### config.mk
export PLATFORM = sky130hd
export DESIGN_NAME = rau_controller
export DESIGN_NICKNAME = d
export VERILOG_FILES = /design/src/rtl/rau_pkg.sv /design/src/rtl/rau_controller.sv
export SDC_FILE = /design/constraint.sdc
export NUM_CORES = 1
export LEC_CHECK = 0
export BUFFER_PORTS_ARGS = -buffer_cell sky130_fd_sc_hd__buf_2
export CORE_MARGIN = 10
export CORE_UTILIZATION = 47
export DETAILED_ROUTE_END_ITERATION = 10
export PLACE_DENSITY_LB_ADDON = 0.2
export SYNTH_ARGS = -nofsm -noshare
export SYNTH_HDL_FRONTEND = slang
export SYNTH_SLANG_ARGS = --single-unit
### constraint.sdc
create_clock -name clock -period 4.33 [get_ports clock]
set_input_delay 0.2165 -clock clock [delete_from_list [all_inputs] [get_ports clock]]
set_output_delay 0.2165 -clock clock [all_outputs]
set_load 0.01 [all_outputs]
### src/rtl/rau_pkg.sv
// ----------------------------------------------------------------------------
// Rational arithmetic unit package
// Operation and error codes, controller commands and datapath status.
// ----------------------------------------------------------------------------
package rau_pkg;

   localparam int WIDE_BITS = 64;

   localparam logic [2:0] OP_ADD = 3'd0;
   localparam logic [2:0] OP_SUB = 3'd1;
   localparam logic [2:0] OP_MUL = 3'd2;
   localparam logic [2:0] OP_DIV = 3'd3;
   localparam logic [2:0] OP_MOD = 3'd4;
   localparam logic [2:0] OP_CMP = 3'd5;

   localparam logic [1:0] ERR_NONE   = 2'd0;
   localparam logic [1:0] ERR_DIV0   = 2'd1;
   localparam logic [1:0] ERR_NONINT = 2'd2;
   localparam logic [1:0] ERR_OVF    = 2'd3;

   localparam logic [1:0] MUL_FIRST  = 2'd0;
   localparam logic [1:0] MUL_SECOND = 2'd1;
   localparam logic [1:0] MUL_THIRD  = 2'd2;

   typedef struct packed {
      logic       load;
      logic       mul_en;
      logic [1:0] mul_idx;
      logic       form;
      logic       gcd_step;
      logic       div_load_num;
      logic       div_load_den;
      logic       div_step;
      logic       stage_arith;
      logic       stage_mod;
      logic       publish;
   } cmd_type;

   typedef struct packed {
      logic early;
      logic is_mod;
      logic gcd_done;
   } sts_type;

endpackage

### src/rtl/rau_controller.sv
// ----------------------------------------------------------------------------
// Rational arithmetic unit controller
// Sequences products, GCD, the two reducing divisions or the modulo division, and the result handoff.
// ----------------------------------------------------------------------------
module rau_controller (
   input  logic              clock,
   input  logic              reset,
   input  logic              req_valid,
   output logic              req_ready,
   output logic              rsp_valid,
   input  logic              rsp_ready,
   input  rau_pkg::sts_type  sts,
   output rau_pkg::cmd_type  cmd
);
   import rau_pkg::*;

   localparam logic [3:0] S_IDLE  = 4'd0;
   localparam logic [3:0] S_MUL1  = 4'd1;
   localparam logic [3:0] S_MUL2  = 4'd2;
   localparam logic [3:0] S_MUL3  = 4'd3;
   localparam logic [3:0] S_FORM  = 4'd4;
   localparam logic [3:0] S_GCD   = 4'd5;
   localparam logic [3:0] S_DIVN  = 4'd6;
   localparam logic [3:0] S_LOADD = 4'd7;
   localparam logic [3:0] S_DIVD  = 4'd8;
   localparam logic [3:0] S_FINA  = 4'd9;
   localparam logic [3:0] S_DIVM  = 4'd10;
   localparam logic [3:0] S_FINM  = 4'd11;
   localparam logic [3:0] S_DONE  = 4'd12;

   logic [3:0] state_ff, state_in;
   logic [5:0] cnt_ff, cnt_in;
   logic       valid_ff, valid_in;
   logic       last_step;

   assign last_step = (cnt_ff == 6'h3f);
   assign req_ready = (state_ff == S_IDLE);
   assign rsp_valid = valid_ff;

   always_comb begin
      state_in = state_ff;
      cnt_in   = cnt_ff;
      valid_in = valid_ff & ~rsp_ready;
      cmd      = '0;
      case (state_ff)
         S_IDLE: begin
            if (req_valid) begin
               cmd.load = 1'b1;
               state_in = S_MUL1;
            end
         end
         S_MUL1: begin
            cmd.mul_en  = 1'b1;
            cmd.mul_idx = MUL_FIRST;
            state_in    = S_MUL2;
         end
         S_MUL2: begin
            cmd.mul_en  = 1'b1;
            cmd.mul_idx = MUL_SECOND;
            state_in    = S_MUL3;
         end
         S_MUL3: begin
            cmd.mul_en  = 1'b1;
            cmd.mul_idx = MUL_THIRD;
            state_in    = S_FORM;
         end
         S_FORM: begin
            cmd.form = 1'b1;
            cnt_in   = '0;
            if (sts.early) begin
               state_in = S_DONE;
            end else if (sts.is_mod) begin
               state_in = S_DIVM;
            end else begin
               state_in = S_GCD;
            end
         end
         S_GCD: begin
            cnt_in = '0;
            if (sts.gcd_done) begin
               cmd.div_load_num = 1'b1;
               state_in         = S_DIVN;
            end else begin
               cmd.gcd_step = 1'b1;
            end
         end
         S_DIVN: begin
            cmd.div_step = 1'b1;
            cnt_in       = cnt_ff + 6'd1;
            if (last_step) begin
               state_in = S_LOADD;
            end
         end
         S_LOADD: begin
            cmd.div_load_den = 1'b1;
            cnt_in           = '0;
            state_in         = S_DIVD;
         end
         S_DIVD: begin
            cmd.div_step = 1'b1;
            cnt_in       = cnt_ff + 6'd1;
            if (last_step) begin
               state_in = S_FINA;
            end
         end
         S_FINA: begin
            cmd.stage_arith = 1'b1;
            state_in        = S_DONE;
         end
         S_DIVM: begin
            cmd.div_step = 1'b1;
            cnt_in       = cnt_ff + 6'd1;
            if (last_step) begin
               state_in = S_FINM;
            end
         end
         S_FINM: begin
            cmd.stage_mod = 1'b1;
            state_in      = S_DONE;
         end
         S_DONE: begin
            if (!valid_ff || rsp_ready) begin
               cmd.publish = 1'b1;
               valid_in    = 1'b1;
               state_in    = S_IDLE;
            end
         end
         default: begin
            state_in = S_IDLE;
         end
      endcase
   end

   always_ff @(posedge clock) begin
      if (reset) begin
         state_ff <= S_IDLE;
         cnt_ff   <= '0;
         valid_ff <= 1'b0;
      end else begin
         state_ff <= state_in;
         cnt_ff   <= cnt_in;
         valid_ff <= valid_in;
      end
   end

endmodule

==> flow_metrics.py, run 1 <==
metrics = {
    "timing": {
        "max_freq_ghz": 0.507,
        "rsz0062_at_grt": "false",
        "setup_viol": 0,
        "max_slew_margin_pct": 59.5,
        "slew_violations": 0,
        "final.min_clock_period_ns": 1.97,
        "skew_ns": 0.00272,
        "hold_viol": 0,
        "setup_tns_ns": 0,
        "worstMarginPinSlew_ns": 0.606,
        "timing.final.crit_share_pct": 45.5,
    },
    "hold_path": {
        "hp-class": "in -> reg",
    },
    "route": {
        "drtIter0Drc": 8,
        "drt-pass1-iter-count": 4,
        "vias": 747,
        "routed_wl_mm": 1.74,
        "wl_per_cell_um": 13.6,
        "drt_drc_violations_left": 0,
        "antenna_left": 0,
        "viasPerCell": 5.84,
    },
    "setup_path": {
        "endpoint": "state_ff[1]",
        "cp_max_fo": 20,
        "cp_cell_sequence": "or3b_1 > nand2_8 > a211o_1 > mux2_1",
        "end_kind": "flip-flop",
        "critPathTopFamily": "flip-flops",
        "worstPathArrival_ns": 2.14,
        "cp-startpoint": "state_ff[2]",
        "worst_ep_required_time_ns": 4.50,
        "reg2reg_to": "state_ff[1]",
        "start_kind": "flip-flop",
        "rr_worst_depth": 4,
        "critical-path-max-stage-delay_ns": 0.71,
        "cp.buffers_inverters": 0,
        "path_depth": 4,
        "worstReg2RegStart": "state_ff[2]",
        "rrSetupSlack_ns": 2.36,
        "critPathKind": "reg -> reg",
        "crit_slowest_cell": "dfxtp_1",
    },
    "placed_design": {
        "dp.cells": 124,
        "post-dp-hpwl_mm": 1.34,
        "io_buffers": 20,
        "routabilityCongestion": 0.844,
    },
    "logic_synthesis": {
        "synth_top_area_share_pct": 27.8,
        "synth_cell_types": 39,
        "seq_area_frac_synth_pct": 27.8,
        "synth_area_um2": 791,
        "synth.ff_latch_count": 11,
        "ys.flop_type": "dfxtp_1",
        "synthTopCellsByArea": "dfxtp_1 (28%), a21oi_1 (7.0%), o21ai_0 (3.8%), nand3b_1 (3.8%), buf_6 (2.8%)",
        "ys_warn_count": 0,
        "async_flop_share_pct": 0,
        "synth_top_area_cell": "dfxtp_1",
        "synth_edf_count": 0,
        "syn_avg_cell_area_um2": 8.24,
        "synth_common_cells": "a21oi_1 (11), dfxtp_1 (11), o21ai_0 (6)",
        "synth_fp_nets": 104,
        "synth_cells": 96,
    },
    "power_and_ir_drop": {
        "p_per_area_nw_per_um2": 295,
        "vdd_drop_max_v": 0.000188,
        "p_leak_uw": 0.000409,
        "p_total_uw": 263,
    },
    "clock_tree": {
        "clkLatencyLatePin_ns": 0.27,
        "post_cts_buffers": 0,
        "hold_buffers": 0,
        "cts_tree": "done",
        "h-tree-depth": 1,
        "cts_resized": 0,
        "cts-buffers-inserted": 3,
        "cts_buffer_depth": 2,
        "cts_sinks": 11,
        "cts.reportedPaths.clkPinSlew_ns": 0.08,
        "root_buffer": "clkbuf_4",
    },
    "layout": {
        "n_fill_cell": 158,
        "area_growth_pct": 12.7,
        "final_util_pct": 57.8,
        "multi_input_area_um2": 512,
        "seqCellArea_um2": 220,
        "layout-drive-gt1-share_pct": 25.0,
        "diodes": 0,
        "nNetsFinal": 121,
        "layout.cells.non_filler": 128,
    },
    "floorplan": {
        "dieArea_um2": 3720,
        "num_rows": 14,
        "initial_utilization_pct": 51.3,
        "core_um2": 1540,
        "die_y_um": 61.0,
        "die_w_um": 61.0,
        "ios": 21,
    },
    "global_route": {
        "grt_pass1_wl_mm": 2.79,
        "antenna_found_initial": 0,
        "grt.overflow.total": 0,
        "grt_use_total_pct": 9.64,
        "grt_start_max_net_pins": 21,
        "grt_pass1_vias": 599,
    },
    "run": {
        "drv_cap": 0,
    },
    "run_status": {
        "status": "finished, final reports clean",
    },
}
==> flip-flops by register name, summed over array words and instances, names as in the netlist <==
register / cells
state_ff: 4
rsp_valid: 1
cnt_ff: 6
==> per-layer routing <==
layer  track usage (%)  up-vias  share of wire (%)
met2              14.6       19                 46
li1                  -      390                  -
met3              4.12        2                7.3
met4              2.82        0               0.57
met5                 0        -                  0
met1              12.2      336                 46
==> stage by stage <==
| step | instance area, µm² | hold slack (ns) | setup slack (ns) |
|---|---|---|---|
| after global routing | 891 | 0.276 | 2.23 |
| after CTS | 891 | 0.261 | 2.37 |
| after global placement | 863 | 0.481 | 2.44 |
| final | 891 | 0.266 | 2.36 |
| after floorplan | 791 | 0.387 | 2.58 |
| after detailed placement | 863 | 0.486 | 2.39 |
==> power breakdown <==
group	switching (µW)	internal, µW
logic	33.8	35.2
clock network	38.0	34.2
registers	15.8	106
total	87.6	175
==> area by class of cell <==
class	count	share of cell area [%]
clock buffers	3	2.53
clock inverters	1	0.562
inverters	3	1.26
multi-input cells	74	57.4
flip-flops and latches	11	24.7
well taps	16	2.25
repair buffers	20	11.2
==> placed cells by master, fill, tap and decap left out, drive strengths merged, types with 2 or more instances in the layout <==
cell type	count
a211o	2
a21o	2
a21oi	11
and3	2
buf	20
clkbuf	3
dfxtp	11
inv	3
mux2i	2
nand2	5
nand2b	2
nand3	2
nand3b	4
nand4bb	2
nor2	5
nor2b	3
nor3	3
nor3b	3
o21ai	6
o21bai	2
or2	2
or3b	2
==> worst min-delay path, delay by kind of cell <==
family	cells	cell delay [ns]
and+or+nand+nor	1	0.13
buffers and inverters	1	0.07
AOI/OAI and AO/OA	1	0.07
==> worst min-delay path by stage <==
stage,from,end,slack (ns),depth (start not counted)
after floorplan,reset,state_ff[0],0.39,2
after global placement,cnt_ff[5],cnt_ff[5],0.48,2
after detailed placement,cnt_ff[2],cnt_ff[2],0.49,2
after CTS,rsp_ready,rsp_valid,0.26,3
after global routing,reset,cnt_ff[0],0.28,2
final,rsp_ready,rsp_valid,0.27,3
==> logic make-up (layout without fill, tap and decap cells) <==
group	after synthesis	in the layout	share of synthesized area (%)
and+or+nand+nor	40	40	34.7
AOI/OAI and AO/OA	30	30	24.5
adders and majority gates	1	1	1.58
DFF	11	11	27.8
muxes	3	3	3.96
buffers and inverters	11	27	7.44
Power figures use the tool's default switching activity.
==> run 2, diff against run 1 <==
--- a/config.mk
+++ b/config.mk
@@ -5,6 +5,7 @@
 export SDC_FILE = /design/constraint.sdc
 export NUM_CORES = 1
 export LEC_CHECK = 0
+export ABC_AREA = 1
 export BUFFER_PORTS_ARGS = -buffer_cell sky130_fd_sc_hd__buf_2
 export CORE_MARGIN = 10
 export CORE_UTILIZATION = 47
==> constraint.sdc (replaced) <==
create_clock -name clock -period 2.1 [get_ports clock]
set_input_delay 0.105 -clock clock [delete_from_list [all_inputs] [get_ports clock]]
set_output_delay 0.105 -clock clock [all_outputs]
set_load 0.01 [all_outputs]
==> flow_metrics.py, run 2 <==
metrics = {
    "layout": {
        "multi_input_area_um2": 450,
        "area_growth_pct": 19.9,
        "regMostFlops": "cnt_ff",
        "seqCellArea_um2": 220,
        "layout_common_cells": "nand2_1 (39), nor2_1 (34), buf_2 (20), inv_1 (15), dfxtp_1 (11)",
        "layout.cells.non_filler": 172,
        "layout-drive-gt1-share_pct": 18.6,
        "nNetsFinal": 165,
        "final_area_um2": 881,
        "final_common_cell": "nand2_1",
        "largest_register_ffs": 6,
        "n_fill_cell": 156,
        "diodes": 0,
    },
    "floorplan": {
        "num_rows": 14,
        "core_um2": 1490,
        "die_y_um": 59.5,
        "initial_utilization_pct": 49.3,
        "die_w_um": 59.5,
        "ios": 21,
        "dieArea_um2": 3540,
    },
    "setup_path": {
        "start_kind": "flip-flop",
        "end_kind": "primary output",
        "rrSetupSlack_ns": 0.62,
        "critical-path-max-stage-delay_ns": 0.42,
        "cp_max_fo": 7,
        "crit_slowest_cell": "dfxtp_1",
        "cp_cell_sequence": "inv_1 > nand3_1 > nand2_1 > buf_2",
        "critPathKind": "reg -> out",
        "critPathTopFamily": "flip-flops",
        "rr_worst_depth": 8,
        "endpoint": "cmd[3]",
        "worstReg2RegStart": "cnt_ff[0]",
        "path_depth": 4,
        "reg2reg_to": "state_ff[0]",
        "cp-startpoint": "state_ff[0]",
        "cp.buffers_inverters": 2,
        "worst_ep_required_time_ns": 2.00,
        "worstPathArrival_ns": 1.39,
    },
    "clock_tree": {
        "cts_tree": "done",
        "hold_buffers": 0,
        "root_buffer": "clkbuf_4",
        "post_cts_buffers": 0,
        "cts-buffers-inserted": 3,
        "h-tree-depth": 1,
        "cts.reportedPaths.clkPinSlew_ns": 0.07,
        "cts_sinks": 11,
        "clkLatencyLatePin_ns": 0.27,
        "cts_buffer_depth": 2,
        "cts_resized": 0,
    },
    "timing": {
        "rsz0062_at_grt": "false",
        "setup_viol": 0,
        "hold_viol": 0,
        "final.min_clock_period_ns": 1.50,
        "timing.final.crit_share_pct": 71.2,
        "max_freq_ghz": 0.669,
        "setup_tns_ns": 0,
        "max_slew_margin_pct": 78.9,
        "whs_ns": 0.0600,
        "worstMarginPinSlew_ns": 0.315,
        "skew_ns": 0.00337,
        "slew_violations": 0,
    },
    "logic_synthesis": {
        "synth_cell_types": 15,
        "synth_top_area_cell": "dfxtp_1",
        "synth_top_area_share_pct": 30.0,
        "ys.flop_type": "dfxtp_1",
        "synth_edf_count": 0,
        "synth_common_cells": "nand2_1 (39), nor2_1 (34), inv_1 (15)",
        "synth_fp_nets": 140,
        "synth_cells": 132,
        "synthTopCellsByArea": "dfxtp_1 (30%), nand2_1 (20%), nor2_1 (17%), inv_1 (7.7%), a21oi_1 (6.1%)",
        "synth.ff_latch_count": 11,
        "synth.most_common_cell": "nand2_1",
        "async_flop_share_pct": 0,
        "syn_avg_cell_area_um2": 5.56,
        "ys_warn_count": 0,
        "seq_area_frac_synth_pct": 30.0,
        "synth_area_um2": 734,
    },
    "power_and_ir_drop": {
        "p_clk_share_pct": 13.3,
        "intPower_uw": 531,
        "p_leak_uw": 0.000477,
        "seqPwrFrac_pct": 28.6,
        "p_switching_uw": 530,
        "p_per_area_nw_per_um2": 1200,
        "swShare_pct": 50.0,
        "vdd_drop_max_v": 0.000590,
        "p_total_uw": 1060,
        "combPwrFrac_pct": 58.1,
    },
    "global_route": {
        "grt.overflow.total": 0,
        "grt_pass1_wl_mm": 3.12,
        "antenna_found_initial": 0,
        "grt_pass1_vias": 787,
        "grt_start_max_net_pins": 8,
        "grt_use_total_pct": 10.9,
    },
    "route": {
        "drt-pass1-iter-count": 4,
        "routed_wl_mm": 1.89,
        "wl_per_cell_um": 11.0,
        "drt_drc_violations_left": 0,
        "antenna_left": 0,
        "vias": 851,
        "drtIter0Drc": 17,
        "viasPerCell": 4.95,
    },
    "placed_design": {
        "routabilityCongestion": 0.826,
        "dp.cells": 168,
        "io_buffers": 20,
        "dpl-instance-area_um2": 855,
        "post-dp-hpwl_mm": 1.58,
    },
    "hold_path": {
        "hp-class": "in -> reg",
        "min_from": "reset",
    },
    "run_status": {
        "status": "finished, final reports clean",
    },
    "run": {
        "drv_cap": 0,
    },
}
run 2: power groups by stage:
stage	clock network [µW]	registers, µW	logic, µW
6_report	141	303	617
5_1_grt	153	310	714
4_1_cts	148	302	626
3_5_place_dp	0	308	623
3_3_place_gp	0	303	618
2_1_floorplan	0	295	457
run 2: how the worst min path moves through the flow:
stage           endpoint  slack (ns)  cells past startpoint
4_1_cts        cnt_ff[3]        0.05                      2
6_report       rsp_valid        0.06                      2
3_5_place_dp   cnt_ff[3]        0.34                      2
5_1_grt        rsp_valid        0.07                      2
3_3_place_gp   rsp_valid        0.34                      2
2_1_floorplan  cnt_ff[1]        0.17                      1
run 2: worst reg2reg max path, stage by stage (launching register included):
cell and delay (ns):
dfxtp_1 0.38, ha_1 0.23, nand3_1 0.11, nor2_1 0.13
a21oi_1 0.06, nor2_2 0.26, nand2_1 0.08, nand2_1 0.08
nor2_1 0.04
run 2: cell type report:
cell class	instances	share of cell area (%)
Multi-Input combinational cell	104	51.1
Sequential cell	11	25.0
Timing Repair Buffer	20	11.4
Inverter	17	7.24
Clock buffer	4	2.98
Tap cell	16	2.27
run 2: metrics by stage:
step	setup slack (ns)	utilization, %
finish	0.604	59.2
global route	0.491	59.2
CTS	0.605	59.2
detailed placement	0.656	57.4
global placement	0.689	57.4
floorplan	0.858	-
run 2: metal layers:
metal,GRT usage [%],part of all wire [%],vias to the layer above
met5,0,0,-
met4,4.81,1.6,0
met3,3.86,7.3,4
met2,19.5,49,13
met1,11.1,42,373
li1,-,-,461
run 2: cells by family after synthesis:
kind of cell,count (synthesis),share of synthesized area (%)
DFF,11,30.0
AOI/OAI and AO/OA,12,8.18
buffers and inverters,17,8.69
adders and majority gates,1,1.70
and+or+nand+nor,91,51.4
==> run 3, diff against run 2 <==
--- a/config.mk
+++ b/config.mk
@@ -8,7 +8,7 @@
 export ABC_AREA = 1
 export BUFFER_PORTS_ARGS = -buffer_cell sky130_fd_sc_hd__buf_2
 export CORE_MARGIN = 10
-export CORE_UTILIZATION = 47
+export CORE_UTILIZATION = 45
 export DETAILED_ROUTE_END_ITERATION = 10
 export PLACE_DENSITY_LB_ADDON = 0.2
 export SYNTH_ARGS = -nofsm -noshare
==> constraint.sdc (replaced) <==
create_clock -name clock -period 1.3 [get_ports clock]
set_input_delay 0.065 -clock clock [delete_from_list [all_inputs] [get_ports clock]]
set_output_delay 0.065 -clock clock [all_outputs]
set_load 0.01 [all_outputs]
==> flow_metrics.py, run 3 (synthesized netlist as in run 2, its figures left out) <==
metrics = {
    "floorplan": {
        "die_w_um": 60.4,
        "dieArea_um2": 3650,
        "num_rows": 14,
        "die_y_um": 60.4,
        "initial_utilization_pct": 48.2,
        "ios": 21,
        "core_um2": 1520,
    },
    "layout": {
        "layout.cells.non_filler": 185,
        "largest_register_ffs": 6,
        "nNetsFinal": 178,
        "final_util_pct": 72.9,
        "regMostFlops": "cnt_ff",
        "area_growth_pct": 51.3,
        "layout_common_cells": "nand2_1 (34), nor2_1 (28), buf_2 (19), inv_1 (12), buf_4 (12)",
        "final_common_cell": "nand2_1",
        "diodes": 0,
        "layout-drive-gt1-share_pct": 40.8,
    },
    "power_and_ir_drop": {
        "intPower_uw": 1150,
        "p_switching_uw": 1060,
        "seqPwrFrac_pct": 24.4,
        "p_clk_share_pct": 10.4,
        "vdd_drop_max_v": 0.00122,
        "combPwrFrac_pct": 65.2,
        "swShare_pct": 47.9,
        "p_leak_uw": 0.000557,
        "p_per_area_nw_per_um2": 1980,
    },
    "clock_tree": {
        "h-tree-depth": 1,
        "cts_tree": "done",
        "cts_sinks": 11,
        "cts.reportedPaths.clkPinSlew_ns": 0.07,
        "cts-buffers-inserted": 3,
        "clkLatencyLatePin_ns": 0.26,
        "hold_buffers": 0,
        "root_buffer": "clkbuf_4",
        "cts_buffer_depth": 2,
    },
    "setup_path": {
        "worst_ep_required_time_ns": 1.46,
        "end_kind": "flip-flop",
        "worstPathArrival_ns": 1.41,
        "start_kind": "flip-flop",
        "cp_max_fo": 7,
        "critPathKind": "reg -> reg",
    },
    "route": {
        "top_layer_used": "met4",
        "wl_per_cell_um": 12.7,
        "drtIter0Drc": 26,
        "viasPerCell": 5.10,
        "drt-met1-wl_um": 840,
        "met3WireLength_um": 180,
        "vias": 943,
        "antenna_left": 0,
        "drt-pass1-iter-count": 4,
        "route.met2.wl_mm": 1.28,
        "drt_drc_violations_left": 0,
        "routed_wl_mm": 2.34,
    },
    "timing": {
        "slew_violations": 0,
        "max_freq_ghz": 0.800,
        "timing.final.crit_share_pct": 96.2,
        "hold_viol": 0,
        "setup_viol": 0,
        "worstMarginPinSlew_ns": 0.253,
        "skew_ns": 0.00244,
        "max_slew_margin_pct": 83.1,
        "rsz0062_at_grt": "true",
        "whs_ns": 0.00623,
        "final.min_clock_period_ns": 1.25,
    },
    "placed_design": {
        "routabilityCongestion": 0.831,
        "dp.cells": 177,
        "post-dp-hpwl_mm": 1.71,
        "io_buffers": 20,
    },
    "global_route": {
        "grt_start_max_net_pins": 8,
        "grt_use_total_pct": 12.1,
        "grt.overflow.total": 0,
        "grt_pass1_vias": 868,
        "antenna_found_initial": 0,
        "grt_pass1_wl_mm": 3.46,
    },
    "run_status": {
        "status": "finished, final reports clean",
    },
    "hold_path": {
        "hp-class": "in -> reg",
    },
    "run": {
        "drv_cap": 0,
    },
}
-- run 3: path summary, 6_finish.rpt --
kind,startpoint,endpoint,slack (ns),cells past startpoint
setup reg to reg,cnt_ff[0],state_ff[3],0.05,8
hold reg to reg,cnt_ff[0],cnt_ff[0],0.47,1
hold / removal,reset,cnt_ff[1],0.006,2
setup / recovery,cnt_ff[0],state_ff[3],0.05,8
-- run 3: what timing repair did --
action | CTS | global route
pin swaps | 4 | 7
setup buffers | 3 | 1
endpoints found under the hold margin | 0 | 0
endpoints found under the setup margin | 14 | 18
gates resized for setup | 15 | 28
-- run 3: metal layers --
layer  up-vias  global-route usage [%]
met1       416                    12.0
met5         -                       0
met4         0                    5.77
met2        35                    22.2
li1        488                       -
met3         4                    3.97
-- run 3: cell type report --
class / count / area [µm²]
multi-input cells: 104 / 548
fillers: 135 / 413
flip-flops and latches: 11 / 238
repair buffers: 33 / 208
inverters: 17 / 71.3
clock buffers: 4 / 26.3
well taps: 16 / 20.0
-- run 3: critical path, cell delays in order (launching register included) --
cell and delay [ns]:
dfxtp_4 0.37, ha_4 0.15, nand3_4 0.09, nor2_4 0.13
a21oi_2 0.05, nor2_4 0.17, nand2_1 0.07, nand2_1 0.06
nor2_1 0.05
-- run 3: through the flow --
stage / total power (µW) / area (µm²) / TNS (ns) / worst slack (ns)
6_report: 2200 / 1110 / 0 / 0.0492
3_3_place_gp: 1630 / 922 / -0.0721 / -0.0242
2_1_floorplan: 1210 / 734 / 0 / 0.0585
4_1_cts: 2030 / 1010 / 0 / 0.0107
3_5_place_dp: 1650 / 922 / -0.133 / -0.0453
5_1_grt: 2380 / 1110 / -0.0744 / -0.0251
-- run 3: power by group through the flow --
stage          logic [µW]  clock network (µW)  registers (µW)
2_1_floorplan         739                   0             476
3_3_place_gp         1150                   0             486
3_5_place_dp         1160                   0             490
4_1_cts              1280                 233             509
5_1_grt              1570                 259             547
6_report             1440                 230             537
